--- src/design/pidvd_pkg.sv ---
// ---------------------------------------------------------------------------
// pidvd_pkg: shared types and constants
// Register map, result codes, datapath commands and status for the PID loop.
// ---------------------------------------------------------------------------
package pidvd_pkg;

  localparam int unsigned Q_ONE_SEC = 1000;

  // serial divider geometry (derivative divide by dt only)
  localparam int unsigned DERIV_IT = 28;  // |diff*1000| < 2^27
  localparam int unsigned DIV_W    = DERIV_IT;
  localparam int unsigned DIV_IT_W = 5;
  localparam int unsigned DIVD_W   = 32;

  // integral step: divide by 125 through shift-and-fold passes
  localparam int unsigned DIV125_IT = 12;

  // register indexes
  localparam logic [2:0] REG_GAIN_P    = 3'd0;
  localparam logic [2:0] REG_GAIN_I    = 3'd1;
  localparam logic [2:0] REG_GAIN_D    = 3'd2;
  localparam logic [2:0] REG_OUT_MIN   = 3'd3;
  localparam logic [2:0] REG_OUT_MAX   = 3'd4;
  localparam logic [2:0] REG_INT_LIMIT = 3'd5;

  // result status codes
  localparam logic [1:0] ST_COMPUTED = 2'd0;
  localparam logic [1:0] ST_FIRST    = 2'd1;
  localparam logic [1:0] ST_NO_DT    = 2'd2;

  typedef struct packed {
    logic        [15:0] gain_p;
    logic        [15:0] gain_i;
    logic        [15:0] gain_d;
    logic signed [15:0] out_min;
    logic signed [15:0] out_max;
    logic        [14:0] integral_limit;
  } cfg_t;

  typedef enum logic [3:0] {
    OP_NONE,
    OP_LOAD,
    OP_RECORD,
    OP_HOLD,
    OP_MUL_EDT,
    OP_DIV_I,
    OP_ACC,
    OP_MUL_P,
    OP_ADD8,
    OP_MUL_I,
    OP_ADD16,
    OP_MUL_K,
    OP_DIV_D,
    OP_MUL_D,
    OP_FINISH,
    OP_EMIT
  } dp_op_t;

  typedef struct packed {
    dp_op_t op;
  } dp_cmd_t;

  typedef struct packed {
    logic not_started;
    logic no_dt;
    logic div_done;
    logic out_free;
  } dp_stat_t;

endpackage

--- src/design/pidvd_div.sv ---
// ---------------------------------------------------------------------------
// pidvd_div: serial restoring divider
// Unsigned, one quotient bit per cycle; dividend is left aligned by caller.
// ---------------------------------------------------------------------------
module pidvd_div import pidvd_pkg::*; (
  input  logic                clk,
  input  logic                rst_n,
  input  logic                start,
  input  logic [DIV_W-1:0]    dividend,
  input  logic [DIVD_W-1:0]   divisor,
  input  logic [DIV_IT_W-1:0] iters,
  output logic [DIV_W-1:0]    quo,
  output logic                done
);

  logic [DIV_W-1:0]    num_r;
  logic [DIVD_W-1:0]   den_r;
  logic [DIVD_W-1:0]   rem_r;
  logic [DIV_W-1:0]    quo_r;
  logic [DIV_IT_W-1:0] cnt_r;
  logic                busy_r;
  logic                done_r;
  logic [DIVD_W:0]     trial;
  logic [DIVD_W:0]     diff;
  logic                ge;

  assign trial = {rem_r, num_r[DIV_W-1]};
  assign ge    = trial >= {1'b0, den_r};
  assign diff  = trial - {1'b0, den_r};

  always_ff @(posedge clk) begin
    if (!rst_n) begin
      busy_r <= 1'b0;
      done_r <= 1'b0;
      cnt_r  <= '0;
    end else begin
      done_r <= 1'b0;
      if (start) begin
        num_r  <= dividend;
        den_r  <= divisor;
        rem_r  <= '0;
        quo_r  <= '0;
        cnt_r  <= iters;
        busy_r <= 1'b1;
      end else if (busy_r) begin
        rem_r <= ge ? diff[DIVD_W-1:0] : trial[DIVD_W-1:0];
        num_r <= {num_r[DIV_W-2:0], 1'b0};
        quo_r <= {quo_r[DIV_W-2:0], ge};
        cnt_r <= cnt_r - 1'b1;
        if (cnt_r == DIV_IT_W'(1)) begin
          busy_r <= 1'b0;
          done_r <= 1'b1;
        end
      end
    end
  end

  assign quo  = quo_r;
  assign done = done_r;

endmodule

--- src/design/pidvd_dp.sv ---
// ---------------------------------------------------------------------------
// pidvd_dp: PID datapath
// Loop state, shared multiplier, divider, accumulation and result register.
// ---------------------------------------------------------------------------
module pidvd_dp import pidvd_pkg::*; (
  input  logic               clk,
  input  logic               rst_n,
  input  cfg_t               cfg,
  input  dp_cmd_t            cmd,
  output dp_stat_t           stat,
  input  logic signed [15:0] in_target,
  input  logic signed [15:0] in_measured,
  input  logic [31:0]        in_time_ms,
  output logic               out_valid,
  input  logic               out_stall,
  output logic signed [15:0] out_correction,
  output logic [1:0]         out_status
);

  // loop state
  logic signed [16:0] last_err_r;
  logic signed [31:0] accum_r;
  logic [31:0]        last_time_r;

  // per-word working registers
  logic signed [16:0] err_r;
  logic [31:0]        now_r;
  logic signed [50:0] prod_r;
  logic signed [39:0] total_r;
  logic               qneg_r;
  logic signed [15:0] res_corr_r;
  logic [1:0]         res_stat_r;

  logic               out_valid_r;
  logic signed [15:0] out_corr_r;
  logic [1:0]         out_stat_r;

  // divide by 125 unit: y = 125*q + r kept through every pass
  logic [52:0]        r125_r;
  logic [45:0]        q125_r;
  logic [3:0]         cnt125_r;
  logic               busy125_r;
  logic               done125_r;
  logic [45:0]        fold;
  logic [45:0]        q125;

  logic [31:0]        dt;
  logic signed [17:0] diff;
  logic signed [17:0] mul_a;
  logic signed [32:0] mul_b;
  logic signed [50:0] mul_ax;
  logic signed [50:0] mul_bx;
  logic signed [50:0] mul_p;
  logic signed [50:0] prod_abs;

  logic               div_start;
  logic [DIV_W-1:0]   div_num;
  logic [DIVD_W-1:0]  div_den;
  logic [DIV_IT_W-1:0] div_it;
  logic [DIV_W-1:0]   div_q;
  logic               div_done;

  logic signed [49:0] q_int;
  logic signed [49:0] acc_sum;
  logic signed [49:0] lim;
  logic signed [49:0] acc_c;
  logic signed [28:0] deriv;
  logic signed [39:0] omin;
  logic signed [39:0] omax;
  logic signed [39:0] tot_c;

  assign dt   = now_r - last_time_r;
  assign diff = 18'(err_r) - 18'(last_err_r);

  // shared multiplier operand select
  always_comb begin
    mul_a = '0;
    mul_b = '0;
    case (cmd.op)
      OP_MUL_EDT: begin
        mul_a = 18'(err_r);
        mul_b = {1'b0, dt};
      end
      OP_MUL_P: begin
        mul_a = {2'b00, cfg.gain_p};
        mul_b = 33'(err_r);
      end
      OP_MUL_I: begin
        mul_a = {2'b00, cfg.gain_i};
        mul_b = 33'(accum_r);
      end
      OP_MUL_K: begin
        mul_a = diff;
        mul_b = 33'(Q_ONE_SEC);
      end
      OP_MUL_D: begin
        mul_a = {2'b00, cfg.gain_d};
        mul_b = 33'(deriv);
      end
      default: ;
    endcase
  end

  assign mul_ax   = 51'(mul_a);
  assign mul_bx   = 51'(mul_b);
  assign mul_p    = mul_ax * mul_bx;
  assign prod_abs = prod_r[50] ? -prod_r : prod_r;

  // integral step |err*dt|*256/1000 = (|err*dt|*32)/125; each pass folds
  // r = 128*t + low into low + 3*t and adds t to the quotient
  assign fold = r125_r[52:7];
  assign q125 = (r125_r >= 53'd125) ? q125_r + 46'd1 : q125_r;

  always_ff @(posedge clk) begin
    if (!rst_n) begin
      busy125_r <= 1'b0;
      done125_r <= 1'b0;
      cnt125_r  <= '0;
    end else begin
      done125_r <= 1'b0;
      if (cmd.op == OP_DIV_I) begin
        r125_r    <= {prod_abs[47:0], 5'd0};
        q125_r    <= '0;
        cnt125_r  <= 4'(DIV125_IT);
        busy125_r <= 1'b1;
      end else if (busy125_r) begin
        r125_r   <= 53'(r125_r[6:0]) + 53'({fold, 1'b0}) + 53'(fold);
        q125_r   <= q125_r + fold;
        cnt125_r <= cnt125_r - 1'b1;
        if (cnt125_r == 4'd1) begin
          busy125_r <= 1'b0;
          done125_r <= 1'b1;
        end
      end
    end
  end

  // divider setup: derivative by dt
  always_comb begin
    div_start = 1'b0;
    div_num   = '0;
    div_den   = '0;
    div_it    = '0;
    case (cmd.op)
      OP_DIV_D: begin
        div_start = 1'b1;
        div_num   = prod_abs[DIV_W-1:0];
        div_den   = dt;
        div_it    = DIV_IT_W'(DERIV_IT);
      end
      default: ;
    endcase
  end

  pidvd_div u_div (
    .clk      (clk),
    .rst_n    (rst_n),
    .start    (div_start),
    .dividend (div_num),
    .divisor  (div_den),
    .iters    (div_it),
    .quo      (div_q),
    .done     (div_done)
  );

  // integral update and clamp
  assign q_int   = qneg_r ? -50'(q125) : 50'(q125);
  assign acc_sum = 50'(accum_r) + q_int;
  assign lim     = 50'({1'b0, cfg.integral_limit, 8'd0});
  always_comb begin
    if (acc_sum > lim)       acc_c = lim;
    else if (acc_sum < -lim) acc_c = -lim;
    else                     acc_c = acc_sum;
  end

  assign deriv = qneg_r ? -{1'b0, div_q[DERIV_IT-1:0]} : {1'b0, div_q[DERIV_IT-1:0]};

  // output clamp, upper bound checked first
  assign omin = 40'(cfg.out_min);
  assign omax = 40'(cfg.out_max);
  always_comb begin
    if (total_r > omax)      tot_c = omax;
    else if (total_r < omin) tot_c = omin;
    else                     tot_c = total_r;
  end

  always_ff @(posedge clk) begin
    if (!rst_n) begin
      last_err_r  <= '0;
      accum_r     <= '0;
      last_time_r <= '0;
      out_valid_r <= 1'b0;
    end else begin
      if (cmd.op == OP_EMIT) begin
        out_valid_r <= 1'b1;
      end else if (!out_stall) begin
        out_valid_r <= 1'b0;
      end
      case (cmd.op)
        OP_LOAD: begin
          err_r <= 17'(in_target) - 17'(in_measured);
          now_r <= in_time_ms;
        end
        OP_RECORD: begin
          last_time_r <= now_r;
          res_corr_r  <= '0;
          res_stat_r  <= ST_FIRST;
        end
        OP_HOLD: begin
          res_corr_r <= '0;
          res_stat_r <= ST_NO_DT;
        end
        OP_MUL_EDT, OP_MUL_P, OP_MUL_I, OP_MUL_K, OP_MUL_D: prod_r <= mul_p;
        OP_DIV_I, OP_DIV_D: qneg_r <= prod_r[50];
        OP_ACC: begin
          accum_r <= acc_c[31:0];
          total_r <= '0;
        end
        OP_ADD8:  total_r <= total_r + 40'(prod_r >>> 8);
        OP_ADD16: total_r <= total_r + 40'(prod_r >>> 16);
        OP_FINISH: begin
          res_corr_r  <= tot_c[15:0];
          res_stat_r  <= ST_COMPUTED;
          last_err_r  <= err_r;
          last_time_r <= now_r;
        end
        OP_EMIT: begin
          out_corr_r <= res_corr_r;
          out_stat_r <= res_stat_r;
        end
        default: ;
      endcase
    end
  end

  assign stat.not_started = last_time_r == '0;
  assign stat.no_dt       = now_r == last_time_r;
  assign stat.div_done    = div_done || done125_r;
  assign stat.out_free    = !out_valid_r || !out_stall;

  assign out_valid      = out_valid_r;
  assign out_correction = out_corr_r;
  assign out_status     = out_stat_r;

endmodule

--- src/design/pidvd_ctrl.sv ---
// ---------------------------------------------------------------------------
// pidvd_ctrl: PID sequencer
// Steps the datapath through one word: classify, integral, P, I, D, clamp.
// ---------------------------------------------------------------------------
module pidvd_ctrl import pidvd_pkg::*; (
  input  logic     clk,
  input  logic     rst_n,
  input  logic     in_valid,
  output logic     in_stall,
  input  dp_stat_t stat,
  output dp_cmd_t  cmd
);

  typedef enum logic [4:0] {
    S_IDLE, S_CHECK, S_MUL_EDT, S_DIVI, S_DIVI_WAIT, S_ACC,
    S_MUL_P, S_ADD_P, S_MUL_I, S_ADD_I, S_MUL_K, S_DIVD,
    S_DIVD_WAIT, S_MUL_D, S_ADD_D, S_FINISH, S_OUT
  } state_t;

  state_t state_r;
  state_t state_nxt;

  always_comb begin
    state_nxt = state_r;
    cmd.op    = OP_NONE;
    case (state_r)
      S_IDLE: if (in_valid) begin
        cmd.op    = OP_LOAD;
        state_nxt = S_CHECK;
      end
      S_CHECK: begin
        if (stat.not_started) begin
          cmd.op    = OP_RECORD;
          state_nxt = S_OUT;
        end else if (stat.no_dt) begin
          cmd.op    = OP_HOLD;
          state_nxt = S_OUT;
        end else begin
          state_nxt = S_MUL_EDT;
        end
      end
      S_MUL_EDT: begin
        cmd.op    = OP_MUL_EDT;
        state_nxt = S_DIVI;
      end
      S_DIVI: begin
        cmd.op    = OP_DIV_I;
        state_nxt = S_DIVI_WAIT;
      end
      S_DIVI_WAIT: if (stat.div_done) state_nxt = S_ACC;
      S_ACC: begin
        cmd.op    = OP_ACC;
        state_nxt = S_MUL_P;
      end
      S_MUL_P: begin
        cmd.op    = OP_MUL_P;
        state_nxt = S_ADD_P;
      end
      S_ADD_P: begin
        cmd.op    = OP_ADD8;
        state_nxt = S_MUL_I;
      end
      S_MUL_I: begin
        cmd.op    = OP_MUL_I;
        state_nxt = S_ADD_I;
      end
      S_ADD_I: begin
        cmd.op    = OP_ADD16;
        state_nxt = S_MUL_K;
      end
      S_MUL_K: begin
        cmd.op    = OP_MUL_K;
        state_nxt = S_DIVD;
      end
      S_DIVD: begin
        cmd.op    = OP_DIV_D;
        state_nxt = S_DIVD_WAIT;
      end
      S_DIVD_WAIT: if (stat.div_done) state_nxt = S_MUL_D;
      S_MUL_D: begin
        cmd.op    = OP_MUL_D;
        state_nxt = S_ADD_D;
      end
      S_ADD_D: begin
        cmd.op    = OP_ADD8;
        state_nxt = S_FINISH;
      end
      S_FINISH: begin
        cmd.op    = OP_FINISH;
        state_nxt = S_OUT;
      end
      S_OUT: if (stat.out_free) begin
        cmd.op    = OP_EMIT;
        state_nxt = S_IDLE;
      end
      default: state_nxt = S_IDLE;
    endcase
  end

  always_ff @(posedge clk) begin
    if (!rst_n) begin
      state_r <= S_IDLE;
    end else begin
      state_r <= state_nxt;
    end
  end

  assign in_stall = state_r != S_IDLE;

endmodule

--- src/design/pid_loop_variable_dt_top.sv ---
// ---------------------------------------------------------------------------
// pid_loop_variable_dt_top: PID controller with variable sample interval
// Fixed-point PID with integral anti-windup and an APB register port.
// ---------------------------------------------------------------------------
// Usage:
//  - Input channel (in_valid/in_stall) takes one word: target, measured,
//    time_ms. in_stall is high while a word is being worked on.
//  - Result channel (out_valid/out_stall) returns one word per input:
//    correction and status (computed, first sample, no time elapsed).
//  - Sequence: first-sample and no-time words go straight to the output
//    register. A computed word runs the integral step (scaling by 256/1000 as
//    12 shift-and-fold passes by 125), the derivative (28-step serial divide
//    by dt) and one shared 18x33 multiplier used five times.
//  - One word is worked on at a time; the next word is taken as soon as
//    the result sits in the output register, even if it is not yet taken.
//  - When the receiver stalls, the result holds in the output register and
//    the sequencer waits before loading the next result over it.
//  - Reset (rst_n low, synchronous) clears the loop state (not started,
//    integral and last error zero) and loads the register defaults.
//  - Registers at byte address 4*index; write only while idle.
// ---------------------------------------------------------------------------
module pid_loop_variable_dt_top import pidvd_pkg::*; (
  input  logic               clk,
  input  logic               rst_n,
  // input words
  input  logic               in_valid,
  output logic               in_stall,
  input  logic signed [15:0] in_target,
  input  logic signed [15:0] in_measured,
  input  logic [31:0]        in_time_ms,
  // result words
  output logic               out_valid,
  input  logic               out_stall,
  output logic signed [15:0] out_correction,
  output logic [1:0]         out_status,
  // register port
  input  logic               psel,
  input  logic               penable,
  input  logic               pwrite,
  input  logic [4:0]         paddr,
  input  logic [31:0]        pwdata,
  output logic [31:0]        prdata,
  output logic               pready
);

  cfg_t       cfg_r;
  dp_cmd_t    cmd;
  dp_stat_t   stat;
  logic [2:0] reg_idx;
  logic       wr_en;

  assign pready  = 1'b1;
  assign reg_idx = paddr[4:2];
  assign wr_en   = psel && penable && pwrite && pready;

  // register file; out of range indexes are ignored
  always_ff @(posedge clk) begin
    if (!rst_n) begin
      cfg_r.gain_p         <= '0;
      cfg_r.gain_i         <= '0;
      cfg_r.gain_d         <= '0;
      cfg_r.out_min        <= -16'sd12800;
      cfg_r.out_max        <= 16'sd12800;
      cfg_r.integral_limit <= 15'd6400;
    end else if (wr_en) begin
      case (reg_idx)
        REG_GAIN_P:    cfg_r.gain_p         <= pwdata[15:0];
        REG_GAIN_I:    cfg_r.gain_i         <= pwdata[15:0];
        REG_GAIN_D:    cfg_r.gain_d         <= pwdata[15:0];
        REG_OUT_MIN:   cfg_r.out_min        <= pwdata[15:0];
        REG_OUT_MAX:   cfg_r.out_max        <= pwdata[15:0];
        REG_INT_LIMIT: cfg_r.integral_limit <= pwdata[14:0];
        default: ;
      endcase
    end
  end

  always_comb begin
    case (reg_idx)
      REG_GAIN_P:    prdata = {16'd0, cfg_r.gain_p};
      REG_GAIN_I:    prdata = {16'd0, cfg_r.gain_i};
      REG_GAIN_D:    prdata = {16'd0, cfg_r.gain_d};
      REG_OUT_MIN:   prdata = 32'(cfg_r.out_min);
      REG_OUT_MAX:   prdata = 32'(cfg_r.out_max);
      REG_INT_LIMIT: prdata = {17'd0, cfg_r.integral_limit};
      default:       prdata = '0;
    endcase
  end

  pidvd_ctrl u_ctrl (
    .clk      (clk),
    .rst_n    (rst_n),
    .in_valid (in_valid),
    .in_stall (in_stall),
    .stat     (stat),
    .cmd      (cmd)
  );

  pidvd_dp u_dp (
    .clk            (clk),
    .rst_n          (rst_n),
    .cfg            (cfg_r),
    .cmd            (cmd),
    .stat           (stat),
    .in_target      (in_target),
    .in_measured    (in_measured),
    .in_time_ms     (in_time_ms),
    .out_valid      (out_valid),
    .out_stall      (out_stall),
    .out_correction (out_correction),
    .out_status     (out_status)
  );

  // one word in flight: an accepted word blocks the next cycle
  a_accept_blocks: assert property (@(posedge clk) disable iff (!rst_n)
    in_valid && !in_stall |=> in_stall)
    else $error("input taken twice in a row");

  // uncomputed results carry zero
  a_zero_uncomputed: assert property (@(posedge clk) disable iff (!rst_n)
    out_valid && out_status != ST_COMPUTED |-> out_correction == 16'sd0)
    else $error("nonzero correction on uncomputed word");

  // computed results lie within ordered output limits
  a_clamped: assert property (@(posedge clk) disable iff (!rst_n)
    out_valid && out_status == ST_COMPUTED && cfg_r.out_min <= cfg_r.out_max
    |-> out_correction >= cfg_r.out_min && out_correction <= cfg_r.out_max)
    else $error("correction outside limits");

  // no result code beyond the defined ones
  a_status_code: assert property (@(posedge clk) disable iff (!rst_n)
    out_valid |-> out_status == ST_COMPUTED || out_status == ST_FIRST ||
                  out_status == ST_NO_DT)
    else $error("bad status code");

endmodule
--- config.mk ---
export PLATFORM = sky130hd
export DESIGN_NAME = pid_loop_variable_dt_top
export DESIGN_NICKNAME = d
export VERILOG_FILES = /design/src/design/pidvd_pkg.sv /design/src/design/pidvd_div.sv /design/src/design/pidvd_dp.sv /design/src/design/pidvd_ctrl.sv /design/src/design/pid_loop_variable_dt_top.sv
export SDC_FILE = /design/constraint.sdc
export NUM_CORES = 2
export LEC_CHECK = 0
export BUFFER_PORTS_ARGS = -buffer_cell sky130_fd_sc_hd__buf_2
export CORE_MARGIN = 3
export CORE_UTILIZATION = 25
export CTS_CLUSTER_SIZE = 40
export DETAILED_ROUTE_END_ITERATION = 10
export GPL_TIMING_DRIVEN = 0
export PLACE_DENSITY = 0.46
export SYNTH_ARGS = -nofsm -noshare
export SYNTH_HDL_FRONTEND = slang
export SYNTH_SLANG_ARGS = --single-unit
--- constraint.sdc ---
create_clock -name clk -period 16.5 [get_ports clk]
set_input_delay 0.825 -clock clk [delete_from_list [all_inputs] [get_ports clk]]
set_output_delay 0.825 -clock clk [all_outputs]
set_load 0.05 [all_outputs]
Word level (Yosys, flattened, before mapping)

Cells that the tools add are included.

Register bits after elaboration: 591
Output and inout port bits: 53

Add/subtract/negate cells: 17
$mul: 1
$lt $le $gt $ge: 6
Eq/ne operators: 44
Muxes and demuxes: 51
Bitwise gates (word level): 3
Reduce and logical (&&, ||, !) cells: 40

Operator list:

| cell                                                                | number |
|---|---|
| case mux 32 bit (6 select lines)                                    | 1 |
| case mux 33 bit (5 select lines)                                    | 1 |
| 2-to-1 mux 32 bit                                                   | 4 |
| case mux 40 bit (3 select lines)                                    | 1 |
| 2-to-1 mux 28 bit                                                   | 4 |
| 2-to-1 mux 53 bit                                                   | 2 |
| 2-to-1 mux 46 bit                                                   | 2 |
| case mux 18 bit (5 select lines)                                    | 1 |
| case mux 5 bit (17 select lines)                                    | 1 |
| subtractor 32 bit                                                   | 2 |
| case mux 4 bit (14 select lines)                                    | 1 |
| adder 53 x 46 -> 53 bit                                             | 1 |
| greater-or-equal comparator 53 x 7 -> 1 bit (second input constant) | 1 |
| multiplier 18 x 33 -> 51 bit                                        | 1 |
| adder 32 x 50 -> 50 bit                                             | 1 |
| greater-than comparator 50 x 24 -> 1 bit                            | 1 |
| less-than comparator 50 bit                                         | 1 |
| 2-to-1 mux 50 bit                                                   | 1 |
| negation 23 -> 50 bit                                               | 1 |
| negation 46 -> 50 bit                                               | 1 |
| adder 7 x 47 -> 48 bit                                              | 1 |
| 2-to-1 mux 48 bit                                                   | 1 |
| negation 48 bit                                                     | 1 |
| adder 46 x 1 -> 46 bit (second input constant)                      | 1 |
| 49 further kinds                                                    | 129 |

Depth between registers and ports, before layout

Depth after elaboration: 8
Mapped depth: 45

Cells and area by module

Synthesis repeated with hierarchy kept, for this count alone.

Cell total of the unflattened synthesis: 7830
Area total of the unflattened synthesis: 68738.4 um^2

Modules (own cells, without submodules):

| module                   | times used | cells each | area an instance (um^2) | seq. area each (um^2) |
|---|---|---|---|---|
| pidvd_dp                 | 1          | 6696       | 56614.3                 | 10049.6 |
| pidvd_div                | 1          | 616        | 7111.8                  | 3743.6 |
| pid_loop_variable_dt_top | 1          | 457        | 4523.1                  | 1901.8 |
| pidvd_ctrl               | 1          | 61         | 489.2                   | 100.1 |

Least setup slack after synthesis

No wires, ideal clock.

Path kind: register -> register
From: register u_dp.now_r[24]
To: register u_dp.prod_r[49] (data pin)
Library setup time: 259 ps
Arrival: 9933 ps
Setup slack: 6308 ps
Stages on the path, launching flop included: 41
Path buffers: 3
Clock period less this slack: 10192 ps
Cell sequence: edfxtp_1 > ha_1 > nand3_1 > or2_2 > or2_2 > nor2_1 > nand2_1 > nor4_1 > nor2_1 > or3_1 > clkbuf_1 > or3_1 > and3_1 > clkbuf_1 > clkbuf_1 > nor2_1 > fa_1 > inv_1 > [5 not listed] > inv_1 > fa_1 > inv_1 > ha_1 > a21o_1 > a21o_1 > a21oi_1 > nand2_1 > o21ai_0 > o211a_1 > a21oi_1 > a2111oi_0 > o31ai_1 > a21o_1 > a221oi_1 > o21ai_0 > o21ai_0 > xnor2_1

Cells in the longest elaborated chain, start to end: 7

RTL lines:

| what                                                                                        | line             | RTL |
|---|---|---|
| from (decl)                                                                                 | pidvd_dp.sv:27   | `logic [31:0] now_r;` |
| from (signal assigned)                                                                      | pidvd_dp.sv:202  | `now_r <= in_time_ms;` |
| equality test 32 bit                                                                        | pidvd_dp.sv:237  | `assign stat.no_dt = now_r == last_time_r;` |
| 2-to-1 mux 2 bit                                                                            | pidvd_ctrl.sv:35 | `end else if (stat.no_dt) begin` |
| 2-to-1 mux 4 bit                                                                            | pidvd_ctrl.sv:32 | `if (stat.not_started) begin` |
| case mux 4 bit (14 select lines)                                                            | pidvd_ctrl.sv:26 | `case (state_r)` |
| equality test 4 bit / equality test 4 x 3 -> 1 bit (equally long branches)                  | pidvd_dp.sv:79   | `case (cmd.op)` |
| case mux 18 bit (5 select lines) / case mux 33 bit (5 select lines) (equally long branches) | pidvd_dp.sv:79   |  |
| multiplier 18 x 33 -> 51 bit (*)                                                            | pidvd_dp.sv:106  | `assign mul_p = mul_ax * mul_bx;` |
| net u_dp.mul_p[49]                                                                          | pidvd_dp.sv:53   | `logic signed [50:0] mul_p;` |
| to (signal assigned)                                                                        | pidvd_dp.sv:213  | `OP_MUL_EDT, OP_MUL_P, OP_MUL_I, OP_MUL_K, OP_MUL_D: prod_r <= mul_p;` |
| to (decl)                                                                                   | pidvd_dp.sv:28   | `logic signed [50:0] prod_r;` |

The timed path passes the listed nets; every way through them passes the cells marked *.
A chain may end at the register's enable or synchronous reset.

Worst setup path in the final report

From: register u_dp.now_r[16]
To: register u_dp.prod_r[49] (data pin)

The elaborated chain is that of the path after synthesis.

==> metrics.txt <==
clock sinks 591; vias per cell 4.93; worst reg2reg path depth 40; simple-gate share of the synthesized area 16.9%; CP endpoint kind flip-flop; CTS Buffer Depth 3; main combinational cell family by area after synthesis adder cells; Max-slew headroom -0.882%; DRC 0; GRT Util Overall 18.1%; MaxCap Viol Count 1; Std-Cell Rows 189; VDD IR max 0.0803 mV; routability cong. 0.967; largest net degree at the start of global routing 54; commonest non-fill, non-tap cell in the layout inv_1; Setup Fix Bufs, Post-CTS 0; total number of vias 56,500; FMAX 0.0664 GHz; Async SR Flop Fraction 0%; Final HPWL DP 210,000 um; Post-Synth XOR/XNOR Area 6.57%; max-slew violations 23; Final Hold Violating Endpoints 0; clock transition at the registers of the reported paths 60 ps; die area 273,000 sq um; Area Growth Syn to Fin 12.5%; Lkg Pwr 31.4 nW; vias in the first global route 56,700; Nets 9,100; Initial Util 25.2%; placed cells 11,300; Synth Area in Adders 27.6%; mapped cell area 66,700 sq um; initial antenna violation count 22; core area 265,000 sq um; synthesized instance count 7,621; hold depth 1; #FFs+latches synth 591; sequential share of the synthesized area 23.7%; Synth Area in Compound Gates 15.3%; Critical Path RT 16,920 ps; Setup CP Type flip-flop to flip-flop; post-route insts no fill 11,500; count of final setup violators 0; Setup crit start kind flip-flop; # H-tree levels 3; Worst-Margin Slew 1510 ps; Hold WC Path Type input pin to flip-flop; max incr delay on CP 1080 ps; post-layout util 28.3%; Avg WL per Cell 22.0 um; crit share post-route 91.3%; Placed Area 72,400 sq um; drt pass-1 iters 6; PwrDens 93.8 nW/um^2; RSZ-0062 raised after global routing false; number of synthesized flops with an enable pin 396; status complete, but fails checks; Critical Path AT 15,480 ps; Slowest-stage cell, CP nor4_1; die extent in x 523 um; crit path time final 15,060 ps; Avg Cell Area, Syn 8.76 sq um; layout cells sized above 1 5.80%; Clock Skew 51.2 ps; final instance area 75,100 sq um; TritonCTS clock tree built; drt first-iter violations 4,578; Die H 523 um; first-pass GRT wire length 374,000 um; number of gates resized after CTS 0; Post-CTS Hold Buffers 0; multiplexer share of the synthesized area 2.38%; violated checks capacitance limit, slew limit; clk root buf clkbuf_16; Syn. warnings 0; Post-Route WL 252,000 um; Skew-Pair Late Insertion Delay 710 ps; TNS Setup 0 ps; IO Port Bufs 139; total power draw 7.04 mW; library cells used by synthesis 95; Crit Path Max Fanout 10; post-route antenna net violation count 0; most frequent cells in the layout inv_1 (991), nand2_1 (866), nor2_1 (601); cts bufs inserted 76; grt ovf 0; I/O pins 161; Synth Flop Type edfxtp_1
## critical path: cells and delay by family, from the launching register on
family                     cells  cell delay (ps)
and+or+nand+nor                9             4240
AOI/OAI and AO/OA             14             4080
adders and majority gates      8             3640
buffers and inverters          8             2270
DFF                            1              410
xor gates and xnor gates       1              110
## sequential cells by signal (all words and copies together) (netlist names), 2 cells and up
signal               flops
u_dp.u_div.cnt_r         5
u_dp.last_time_r        32
u_dp.cnt125_r            4
u_dp.out_correction     16
u_dp.accum_r            32
u_dp.last_err_r         17
u_dp.prod_r             51
u_dp.q125_r             46
u_ctrl.state_r           5
u_dp.u_div.quo          28
u_dp.u_div.num_r        28
u_dp.now_r              32
u_dp.r125_r             53
u_dp.out_status          2
cfg_r                   95
u_dp.res_corr_r         16
u_dp.u_div.den_r        32
u_dp.res_stat_r          2
u_dp.u_div.rem_r        32
u_dp.err_r              17
u_dp.total_r            40
## layout make-up
type | count | area (sq um)
timing repair buffer | 164 | 1060
antenna | 2 | 5.00
sequential | 591 | 15800
fill | 28500 | 190000
clock inverter | 37 | 533
inverter | 993 | 3730
clock buffer | 104 | 2180
multi-input combinational | 5732 | 46100
tap | 3533 | 4420
buffer | 306 | 1240
## cells by family after synthesis
kind of cell,count (synthesis)
flops,591
fa+ha+maj,1128
other cells,1
xor+xnor,501
compound gates,1540
mux,150
buf+inv,1299
simple gates,2411
## cells in the mapped netlist (22+ instances only)
master    count  area share (%)
a31oi_1      42            0.39
o21a_1       58            0.65
o21bai_1     41            0.46
ha_1        550              10
a221oi_1     22            0.29
and3_1       75            0.70
nand4_1      88            0.82
nand2_1     866             4.9
nand2b_1     76            0.71
a21o_1      215             2.4
mux2i_1     105             1.6
a21oi_1     341             2.6
nand3_1     146             1.1
o211ai_1     28            0.31
mux2_2       42            0.71
or3_1        56            0.52
clkbuf_1    257             1.4
fa_1        578              17
a211oi_1     34            0.38
a21boi_0    134             1.5
and2_1      118             1.1
nor2b_1     120             1.1
nor4_1       45            0.42
o31ai_1      47            0.53
o21ai_0     307             2.3
and4_1       23            0.30
dfxtp_1     195             5.8
edfxtp_1    396              18
nor3_1      103            0.77
a221o_1      23            0.34
inv_1       991             5.6
xnor2_1     301             4.0
xor2_1      200             2.6
or2_2        36            0.34
nor2_1      603             3.4
a211o_1      23            0.30
## routing by layer
layer	wire (um)	track usage [%]
met5	0	0
met4	11400	7.22
met3	14100	2.23
met2	113000	28.9
met1	114000	24.9
## power breakdown
part	internal, mW	switching, mW	leakage (nW)
Sequential	1.79	0.226	5.26
Clock	1.08	0.740	1.30
Combinational	0.993	2.21	24.9
Total	3.86	3.18	31.4
## final timing paths
kind	startpoint	end	slack, ps
max reg2reg	u_dp.now_r[16]$_DFFE_PP_	u_dp.prod_r[49]$_DFFE_PP_	1440
min	in_time_ms[3]	u_dp.now_r[3]$_DFFE_PP_	290
max	u_dp.now_r[16]$_DFFE_PP_	u_dp.prod_r[49]$_DFFE_PP_	1440
min reg2reg	u_dp.last_err_r[3]$_SDFFE_PN0N_	u_dp.last_err_r[3]$_SDFFE_PN0N_	460
## per-stage QoR
stage	hold slack [ps]	setup WS (ps)
floorplan	400	6310
global placement	453	1770
detailed placement	462	1780
CTS	231	1710
global route	249	783
finish	293	1440
Power figures use the tool's default switching activity.
